<file path="config.mk">
export PLATFORM = sky130hd
export DESIGN_NAME = two_level_page_walker
export DESIGN_NICKNAME = d
export VERILOG_FILES = /design/src/hw/rtl/pgw_pkg.sv /design/src/hw/rtl/two_level_page_walker.sv /design/src/hw/rtl/pgw_front.sv /design/src/hw/rtl/pgw_queue.sv /design/src/hw/rtl/pgw_back.sv
export SDC_FILE = /design/constraint.sdc
export NUM_CORES = 1
export LEC_CHECK = 0
export BUFFER_PORTS_ARGS = -buffer_cell sky130_fd_sc_hd__buf_2
export CAP_MARGIN = 20
export CORE_MARGIN = 2
export CORE_UTILIZATION = 50
export DETAILED_ROUTE_END_ITERATION = 6
export GPL_TIMING_DRIVEN = 0
export PLACE_DENSITY_LB_ADDON = 0.25
export SYNTH_ARGS = -nofsm -noshare
export SYNTH_HDL_FRONTEND = slang
export SYNTH_SLANG_ARGS = --single-unit
</file>
<file path="constraint.sdc">
create_clock -name aclk -period 6.8 [get_ports aclk]
set_input_delay 0.68 -clock aclk [delete_from_list [all_inputs] [get_ports aclk]]
set_output_delay 0.68 -clock aclk [all_outputs]
set_load 0.05 [all_outputs]
</file>
<file path="src/hw/rtl/pgw_pkg.sv">
// shared types and constants for the two-level page walker
package pgw_pkg;

    localparam int unsigned ADDR_W     = 32;
    localparam int unsigned LEN_W      = 3;
    localparam int unsigned PADDR_W    = 3;
    localparam int unsigned APB_DATA_W = 32;
    localparam int unsigned S_TDATA_W  = 72;
    localparam int unsigned M_TDATA_W  = 32;
    localparam int unsigned OFFSET_W   = 12;
    localparam int unsigned INDEX_W    = 10;

    // register index as decoded from paddr[2]
    localparam logic REG_PAGING_ENABLE = 1'b0;
    localparam logic REG_PAGE_DIR_BASE = 1'b1;

    // input word selector
    localparam logic MODE_REQUEST = 1'b0;
    localparam logic MODE_DATA    = 1'b1;

    typedef enum logic [2:0] {
        KIND_READ_PDE    = 3'd0,
        KIND_READ_PTE    = 3'd1,
        KIND_PHYS        = 3'd2,
        KIND_NOT_PRESENT = 3'd3,
        KIND_CROSSING    = 3'd4
    } kind_t;

    typedef enum logic [1:0] {
        PHASE_IDLE = 2'd0,
        PHASE_PDE  = 2'd1,
        PHASE_PTE  = 2'd2
    } phase_t;

    // what the front decided about one input word
    typedef enum logic [1:0] {
        OP_CROSS = 2'd0,
        OP_PHYS  = 2'd1,
        OP_WALK  = 2'd2,
        OP_DATA  = 2'd3
    } op_t;

    typedef struct packed {
        op_t               op;
        logic [ADDR_W-1:0] vaddr;  // request address
        logic [ADDR_W-1:0] word;   // directory entry address or returned entry
    } entry_t;

endpackage

</file>
<file path="src/hw/rtl/two_level_page_walker.sv">
// top level of the two-level page walker
// Translates 32-bit virtual addresses through two-level 4 KiB paging. Each input word
// is either a translation request (s_tuser = 0) or a returned directory/table entry
// (s_tuser = 1); each produces at most one output word: a directory or table entry
// read request, a physical address, a not-present fault or a page-crossing fault.
// The caller fetches requested entries and feeds them back as data words. A request
// arriving mid-walk abandons the walk; a data word with no walk pending gives nothing.
// Throughput is one input word per cycle while m_tready stays high. An input word goes
// into the two-entry queue when it is accepted; the walk phase machine then pops it from
// the queue head and registers its result in the output register, which drives m_tvalid.
// While an output word waits on m_tready, the queue fills up to its two entries, then
// s_tready drops until the output drains.
// Registers (APB, byte address): 0x0 paging_enable (bit 0),
// 0x4 page_dir_base (bits 31:12 used); sampled when a request is accepted, so write
// them only while the block is idle.
module two_level_page_walker (
    input  logic                            aclk,
    input  logic                            aresetn,
    // configuration port
    input  logic                            psel,
    input  logic                            penable,
    input  logic                            pwrite,
    input  logic [pgw_pkg::PADDR_W-1:0]     paddr,
    input  logic [pgw_pkg::APB_DATA_W-1:0]  pwdata,
    output logic [pgw_pkg::APB_DATA_W-1:0]  prdata,
    output logic                            pready,
    // input words
    input  logic                            s_tvalid,
    output logic                            s_tready,
    input  logic [pgw_pkg::S_TDATA_W-1:0]   s_tdata,  // virt_addr[31:0], access_len[34:32], mem_data[66:35], zero pad
    input  logic                            s_tuser,  // mode
    // output words
    output logic                            m_tvalid,
    input  logic                            m_tready,
    output logic [pgw_pkg::M_TDATA_W-1:0]   m_tdata,  // address
    output logic [2:0]                      m_tuser   // kind
);
    import pgw_pkg::*;

    entry_t front_entry;
    entry_t q_head;
    logic   q_full;
    logic   q_not_empty;
    logic   q_pop;
    logic   push;

    // register accesses complete without wait states
    assign pready = 1'b1;

    // queue slot free means the front can take a word
    assign s_tready = ~q_full;
    assign push     = s_tvalid & s_tready;

    // classify the incoming word against the current registers
    pgw_front u_front (
        .aclk       (aclk),
        .aresetn    (aresetn),
        .psel       (psel),
        .penable    (penable),
        .pwrite     (pwrite),
        .paddr      (paddr),
        .pwdata     (pwdata),
        .prdata     (prdata),
        .mode       (s_tuser),
        .virt_addr  (s_tdata[ADDR_W-1:0]),
        .access_len (s_tdata[ADDR_W+LEN_W-1:ADDR_W]),
        .mem_data   (s_tdata[2*ADDR_W+LEN_W-1:ADDR_W+LEN_W]),
        .entry      (front_entry)
    );

    // decouples input acceptance from output back-pressure
    pgw_queue u_queue (
        .aclk       (aclk),
        .aresetn    (aresetn),
        .push       (push),
        .push_entry (front_entry),
        .full       (q_full),
        .pop        (q_pop),
        .not_empty  (q_not_empty),
        .head       (q_head)
    );

    // walk phase tracking and result register
    pgw_back u_back (
        .aclk        (aclk),
        .aresetn     (aresetn),
        .q_not_empty (q_not_empty),
        .q_head      (q_head),
        .q_pop       (q_pop),
        .m_tvalid    (m_tvalid),
        .m_tready    (m_tready),
        .m_tdata     (m_tdata),
        .m_tuser     (m_tuser)
    );

endmodule

</file>
<file path="src/hw/rtl/pgw_front.sv">
// front end: configuration registers and classification of input words
module pgw_front (
    input  logic                            aclk,
    input  logic                            aresetn,
    input  logic                            psel,
    input  logic                            penable,
    input  logic                            pwrite,
    input  logic [pgw_pkg::PADDR_W-1:0]     paddr,
    input  logic [pgw_pkg::APB_DATA_W-1:0]  pwdata,
    output logic [pgw_pkg::APB_DATA_W-1:0]  prdata,
    input  logic                            mode,
    input  logic [pgw_pkg::ADDR_W-1:0]      virt_addr,
    input  logic [pgw_pkg::LEN_W-1:0]       access_len,
    input  logic [pgw_pkg::ADDR_W-1:0]      mem_data,
    output pgw_pkg::entry_t                 entry
);
    import pgw_pkg::*;

    logic              paging_enable_reg;
    logic [ADDR_W-1:0] page_dir_base_reg;
    logic              cfg_wr;
    logic [LEN_W-1:0]  len_m1;
    logic [OFFSET_W:0] end_offset;
    logic              crossing;

    assign cfg_wr = psel & penable & pwrite;

    always_ff @(posedge aclk) begin
        if (!aresetn) begin
            paging_enable_reg <= 1'b0;
            page_dir_base_reg <= '0;
        end else if (cfg_wr) begin
            if (paddr[2] == REG_PAGE_DIR_BASE) begin
                page_dir_base_reg <= pwdata;
            end else begin
                paging_enable_reg <= pwdata[0];
            end
        end
    end

    assign prdata = (paddr[2] == REG_PAGE_DIR_BASE) ? page_dir_base_reg
                                                    : {{(APB_DATA_W-1){1'b0}}, paging_enable_reg};

    // zero length counts as one byte; carry out of the offset means a crossing
    assign len_m1     = (access_len == '0) ? '0 : access_len - LEN_W'(1);
    assign end_offset = {1'b0, virt_addr[OFFSET_W-1:0]} + {{(OFFSET_W+1-LEN_W){1'b0}}, len_m1};
    assign crossing   = end_offset[OFFSET_W];

    always_comb begin
        entry.vaddr = virt_addr;
        entry.word  = {page_dir_base_reg[ADDR_W-1:OFFSET_W],
                       virt_addr[ADDR_W-1:ADDR_W-INDEX_W], 2'b00};
        if (mode == MODE_DATA) begin
            entry.op   = OP_DATA;
            entry.word = mem_data;
        end else if (crossing) begin
            entry.op = OP_CROSS;
        end else if (!paging_enable_reg) begin
            entry.op = OP_PHYS;
        end else begin
            entry.op = OP_WALK;
        end
    end

endmodule

</file>
<file path="src/hw/rtl/pgw_queue.sv">
// two-entry queue between front and back
module pgw_queue (
    input  logic            aclk,
    input  logic            aresetn,
    input  logic            push,
    input  pgw_pkg::entry_t push_entry,
    output logic            full,
    input  logic            pop,
    output logic            not_empty,
    output pgw_pkg::entry_t head
);
    import pgw_pkg::*;

    entry_t     slot_reg [2];
    logic       wr_ptr_reg;
    logic       rd_ptr_reg;
    logic [1:0] count_reg;
    logic [1:0] count_next;

    assign full      = (count_reg == 2'd2);
    assign not_empty = (count_reg != 2'd0);
    assign head      = slot_reg[rd_ptr_reg];

    always_comb begin
        count_next = count_reg;
        if (push && !pop) begin
            count_next = count_reg + 2'd1;
        end else if (pop && !push) begin
            count_next = count_reg - 2'd1;
        end
    end

    always_ff @(posedge aclk) begin
        if (push) begin
            slot_reg[wr_ptr_reg] <= push_entry;
        end
    end

    always_ff @(posedge aclk) begin
        if (!aresetn) begin
            wr_ptr_reg <= 1'b0;
            rd_ptr_reg <= 1'b0;
            count_reg  <= 2'd0;
        end else begin
            if (push) begin
                wr_ptr_reg <= ~wr_ptr_reg;
            end
            if (pop) begin
                rd_ptr_reg <= ~rd_ptr_reg;
            end
            count_reg <= count_next;
        end
    end

endmodule

</file>
<file path="src/hw/rtl/pgw_back.sv">
// back end: walk phase machine and output register
module pgw_back (
    input  logic                          aclk,
    input  logic                          aresetn,
    input  logic                          q_not_empty,
    input  pgw_pkg::entry_t               q_head,
    output logic                          q_pop,
    output logic                          m_tvalid,
    input  logic                          m_tready,
    output logic [pgw_pkg::M_TDATA_W-1:0] m_tdata,
    output logic [2:0]                    m_tuser
);
    import pgw_pkg::*;

    phase_t            phase_reg, phase_next;
    logic [ADDR_W-1:0] held_vaddr_reg, held_vaddr_next;
    logic              m_valid_reg, m_valid_next;
    kind_t             kind_reg, kind_next;
    logic [ADDR_W-1:0] addr_reg, addr_next;
    logic              emit;

    // take the head whenever the output register is free or being drained
    assign q_pop = q_not_empty & (~m_valid_reg | m_tready);

    always_comb begin
        phase_next      = phase_reg;
        held_vaddr_next = held_vaddr_reg;
        emit            = 1'b0;
        kind_next       = kind_reg;
        addr_next       = addr_reg;
        if (q_pop) begin
            unique case (q_head.op)
                OP_CROSS: begin
                    phase_next = PHASE_IDLE;
                    emit       = 1'b1;
                    kind_next  = KIND_CROSSING;
                    addr_next  = q_head.vaddr;
                end
                OP_PHYS: begin
                    phase_next = PHASE_IDLE;
                    emit       = 1'b1;
                    kind_next  = KIND_PHYS;
                    addr_next  = q_head.vaddr;
                end
                OP_WALK: begin
                    phase_next      = PHASE_PDE;
                    held_vaddr_next = q_head.vaddr;
                    emit            = 1'b1;
                    kind_next       = KIND_READ_PDE;
                    addr_next       = q_head.word;
                end
                OP_DATA: begin
                    unique case (phase_reg)
                        PHASE_PDE: begin
                            emit = 1'b1;
                            if (!q_head.word[0]) begin
                                phase_next = PHASE_IDLE;
                                kind_next  = KIND_NOT_PRESENT;
                                addr_next  = held_vaddr_reg;
                            end else begin
                                phase_next = PHASE_PTE;
                                kind_next  = KIND_READ_PTE;
                                addr_next  = {q_head.word[ADDR_W-1:OFFSET_W],
                                              held_vaddr_reg[OFFSET_W+INDEX_W-1:OFFSET_W],
                                              2'b00};
                            end
                        end
                        PHASE_PTE: begin
                            emit       = 1'b1;
                            phase_next = PHASE_IDLE;
                            if (!q_head.word[0]) begin
                                kind_next = KIND_NOT_PRESENT;
                                addr_next = held_vaddr_reg;
                            end else begin
                                kind_next = KIND_PHYS;
                                addr_next = {q_head.word[ADDR_W-1:OFFSET_W],
                                             held_vaddr_reg[OFFSET_W-1:0]};
                            end
                        end
                        default: begin
                            // stray entry word with no walk in progress
                            phase_next = PHASE_IDLE;
                        end
                    endcase
                end
                default: begin
                    phase_next = PHASE_IDLE;
                end
            endcase
        end
        if (q_pop) begin
            m_valid_next = emit;
        end else if (m_tready) begin
            m_valid_next = 1'b0;
        end else begin
            m_valid_next = m_valid_reg;
        end
    end

    always_ff @(posedge aclk) begin
        if (!aresetn) begin
            phase_reg      <= PHASE_IDLE;
            held_vaddr_reg <= '0;
            m_valid_reg    <= 1'b0;
        end else begin
            phase_reg      <= phase_next;
            held_vaddr_reg <= held_vaddr_next;
            m_valid_reg    <= m_valid_next;
        end
    end

    always_ff @(posedge aclk) begin
        kind_reg <= kind_next;
        addr_reg <= addr_next;
    end

    assign m_tvalid = m_valid_reg;
    assign m_tdata  = addr_reg;
    assign m_tuser  = kind_reg;

endmodule

</file>
# Yosys cells after proc, flatten, opt, wreduce, memory -nomap -nowiden
# Memories as Yosys holds them, arrays and structs flattened. A register that Yosys moved wholly into a read port is not among the register bits.
# Cells that the tools add are included.
# word_totals
reg_bits,107
n_memories,1
ramBits,132
latchBits,0
rom_bits,0
# memory_table
name,depth,word_bits,rd,rd_clocked_by_memory_dff,wr,line,rtl
u_queue.slot_reg,2,66,1,1,1,pgw_queue.sv:14,entry_t slot_reg [2];
# classes
n_reduce_logical,16
n_lt_le_gt_ge,0
shifts,0
n_mux,27
div_mod_pow,0
n_mul,0
bitwise_logic,10
eq_ne,7
n_addsub,4
# ops
cell,count
two-way mux 32 bit,4
one-hot mux 32 bit (3 select lines),1
one-hot mux 32 bit (2 select lines),1
two-way mux 2 bit,8
adder 12 x 3 -> 13 bit,1
one-hot mux 3 bit (4 select lines),1
"== test 2 bit, second input constant",4
two-way mux 1 bit,8
AND reduction 2 bit,4
one-hot mux 2 bit (3 select lines),1
one-hot mux 3 bit (2 select lines),1
nonzero test 2 bit,3
inverter 1 bit,5
AND 1 bit,4
"== test 2 x 1 -> 1 bit, second input constant",2
OR reduction 2 bit,2
logical NOT 3 bit,1
two-way mux 3 bit,1
"inequality test 3 x 2 -> 1 bit, second input constant",1
OR reduction 3 bit,1
"subtractor 3 x 1 -> 3 bit, second input constant",1
"adder 2 x 1 -> 2 bit, second input constant",1
logical AND 1 bit,2
logical NOT 1 bit,2
other kinds (4),4

# Longest topological paths before layout
# logic_depth
word_depth,7
ltp_mapped,7
mapped_depth_nobuf,7

# Cells and area by module
# Synthesis repeated with hierarchy kept, for this count alone.
# hier_totals
cells_unflattened,825
area_unflattened_um2,10625.2
# modules_own_cells
mod,seq_area_each_um2,instances,area_each_um2,cells_per_inst
pgw_queue,4063.9,1,4994.8,227
pgw_back,1751.7,1,3319.4,325
pgw_front,660.6,1,2289.7,269
two_level_page_walker,0.0,1,21.3,4

# Worst setup path after synthesis
# No wires, ideal clock.
# synth_path
path_kind,reg2reg
startpoint,register u_queue.count_reg[0]
endpoint,memory u_queue.slot_reg[1][0] in the netlist's numbering (enable)
path_buffers,0
t_arrival_ns,2.589
setup_slack_ns,3.780
stages_incl_launch_ff,3
path_cell_list,dfxtp_1 -> nand2b_1 -> and3_1
# synth_via
elab_chain_len,5
# synth_lines
item,line,rtl
start: declaration,pgw_queue.sv:17,logic [1:0] count_reg;
start signal: assignment,pgw_queue.sv:51,count_reg <= count_next;
== test 2 bit,pgw_queue.sv:20,assign full = (count_reg == 2'd2);
inverter 1 bit,two_level_page_walker.sv:51,assign s_tready = ~q_full;
named net s_tready,two_level_page_walker.sv:29,"output logic s_tready,"
AND 1 bit,two_level_page_walker.sv:52,assign push = s_tvalid & s_tready;
two-way mux 1 bit,pgw_queue.sv:34,if (push) begin
two-way mux 1 bit (implied by the code),pgw_queue.sv:35,slot_reg[wr_ptr_reg] <= push_entry;
end: declaration,pgw_queue.sv:14,
# The timed path passes the listed nets, and every way through them passes these cells.

==> impl_metrics.yaml <==
outcome:
  status: "finished clean"
detailed_routing:
  drc: 0
  firstDrtPassIters: 5
  wl_per_cell_um: 18.3
  antenna_left: 0
  wl_um: 24300
  vias: 7177
  drtIter0Drc: 719
  routed_via_density: 5.40
sta:
  post-route-period-util: 0.343
  whs_ps: 353
  tightest_slew_ps: 976
  layout_setup_ws_ps: 4470
  finalSetupViolCount: 0
  slew_viol_final: 0
  max_slew_margin: 0.349
  finalHoldViolations: 0
  setup_tns_ps: 0
  min_period_ps: 2330
  max_freq_mhz: 429
  rsz0062_at_grt: "false"
  fin_skew_ps: 8.48
place:
  gp_congestion: 0.834
  post-place-ws_ps: 3830
  place_hpwl_um: 17600
  portBuffers: 175
yosys:
  synth_edf_count: 167
  async_flop_share: 0
  ys_ff_latch: 240
  avgSynthCellArea_um2: 12.3
  synth_most_common_cell: "edfxtp_1"
  synth_flop_cell: "edfxtp_1"
  synth_area_leader_cell: "edfxtp_1"
  synthDistinctLibCells: 49
  synth_cells: 838
  yosysWarnings: 0
  synth_area_leaders: "edfxtp_1 (48%), dfxtp_1 (14%), mux2_2 (6.2%), nand2_1 (4.9%), mux2i_1 (3.4%)"
  synth_top_cells_by_count: "edfxtp_1 (167), nand2_1 (134), dfxtp_1 (73), mux2_2 (57), a21oi_1 (39)"
  yosys.area.top_type_share: 0.485
  synth_nets: 960
  netlist_area_um2: 10300
  seq_area_frac_synth: 0.626
floorplanning:
  rows: 52
  start_util: 0.510
  die_area_um2: 21900
  coreArea_um2: 20300
  io_pins: 185
  die_h_um: 148
  die_w_um: 148
worst_setup_path:
  crit_fanout: 35
  required_ps: 6940
  cp-start-kind: "flip-flop"
  r2r-end: "u_back.m_tdata[31]$_DFFE_PP_"
  crit_end: "u_back.m_tdata[31]$_DFFE_PP_"
  rr_worst_depth: 4
  critPathKind: "flip-flop to flip-flop"
  end_kind: "flip-flop"
  worstPathArrival_ps: 2470
  r2r_setup_slack_ps: 4470
power:
  p_total_mw: 4.55
  vdd_drop_max_mv: 0.179
  leakagePower_nw: 4.72
  power_density_nw_per_um2: 366
clocking:
  clkTransAtPathRegs_ps: 60
  post_cts_buffers: 0
  clk_path_buf_depth: 3
  cts_tree: "yes"
  cts_buffers: 24
  clkLatencyLatePin_ps: 520
  htreeDepth: 1
  cts_root_buffer: "clkbuf_16"
  cts.sinks: 240
  ctsResizeCount: 0
  ctsHoldBuffers: 0
min_path:
  min_path_type: "input pin to flip-flop"
global_route:
  gr-usage-all-layers: 0.224
  grt_pass1_vias: 6972
  grt.overflow.total: 0
  grt_max_degree: 67
  antenna_found_initial: 0
  grt_pass1_wl_um: 38100
layout:
  seq_area_um2: 6480
  fillerInstances: 1664
  diodes: 0
  drive_gt1_frac: 0.295
  largest_register_ffs: 132
  finalNetCount: 1163
  area_growth_pct: 19.9
  multi_input_area_um2: 3490
run:
  maxCapViolations: 0
-- cell usage in the layout (no fill, tap or decap), drive strengths merged, types with 2 or more instances in the layout --
cell     instances
and3b            3
inv             18
o21ai           24
o2111ai         10
o211ai           6
or3              2
edfxtp         167
nand4b           2
nand4            2
nand3b           2
bufinv           2
a21oi           39
buf            211
o221ai          10
nor3b            2
clkbuf          59
dfxtp           73
nand2          134
nor2            31
and3             2
a21o            10
a22oi           10
xor2             2
nand3           20
mux2            77
clkinv           8
ha               7
mux2i           35
a31oi           23
o22a            10
nand2b          12
and2            34
-- critical path: stages (launching register included) --
cell	delay, ps
dfxtp_1	400
buf_6	170
and3b_1	210
nor2_1	280
o311a_2	850
-- layer usage --
metal,wire length [µm],part of all wire,vias up,global-route usage
met3,2100,0.087,40,0.0494
met2,11000,0.45,320,0.343
met5,0,0,-,0
met4,627,0.026,0,0.0690
li1,-,-,3459,-
met1,10500,0.43,3358,0.323
-- power by group --
part           switching (mW)  total [mW]  internal [mW]
Sequential             0.0596        1.90           1.85
Combinational           0.909        1.31          0.402
Clock                   0.530        1.33          0.799
-- final cells by class --
cell class                 count  area share
timing repair buffer         177      0.0732
sequential                   240       0.522
clock buffer                  34      0.0572
inverter                      18     0.00565
clock inverter                10     0.00777
tap                          270      0.0272
multi-input combinational    521       0.282
buffer                        59      0.0252
-- logic make-up after synthesis --
kind of cell	after synthesis	share of synthesized area
compound gates	148	0.0955
xor+xnor	2	0.00169
fa+ha+maj	7	0.00847
buf+inv	77	0.0368
flops	240	0.626
mux	112	0.118
other cells	1	0.000362
simple gates	251	0.113
-- through the flow --
step                      utilization  area [µm²]  instances
final                           0.611       12400       1329
after CTS                       0.611       12400       1328
after global placement          0.569       11600       1283
after floorplan                     -       10300        838
after detailed placement        0.571       11600       1284
after global routing            0.611       12400       1329
-- worst min path at each step --
stage                                              start                                   endpoint  cells after the start
2_1_floorplan     u_back.held_vaddr_reg[22]$_SDFFE_PN0P_     u_back.held_vaddr_reg[22]$_SDFFE_PN0P_                      2
3_3_place_gp   u_front.page_dir_base_reg[7]$_SDFFE_PN0P_  u_front.page_dir_base_reg[7]$_SDFFE_PN0P_                      2
3_5_place_dp   u_front.page_dir_base_reg[9]$_SDFFE_PN0P_  u_front.page_dir_base_reg[9]$_SDFFE_PN0P_                      2
4_1_cts                                      s_tdata[14]          u_queue.slot_reg[0][46]$_DFFE_PP_                      1
5_1_grt                                      s_tdata[19]          u_queue.slot_reg[1][51]$_DFFE_PP_                      1
6_report                                     s_tdata[14]          u_queue.slot_reg[0][46]$_DFFE_PP_                      1
Power figures use the tool's default switching activity.
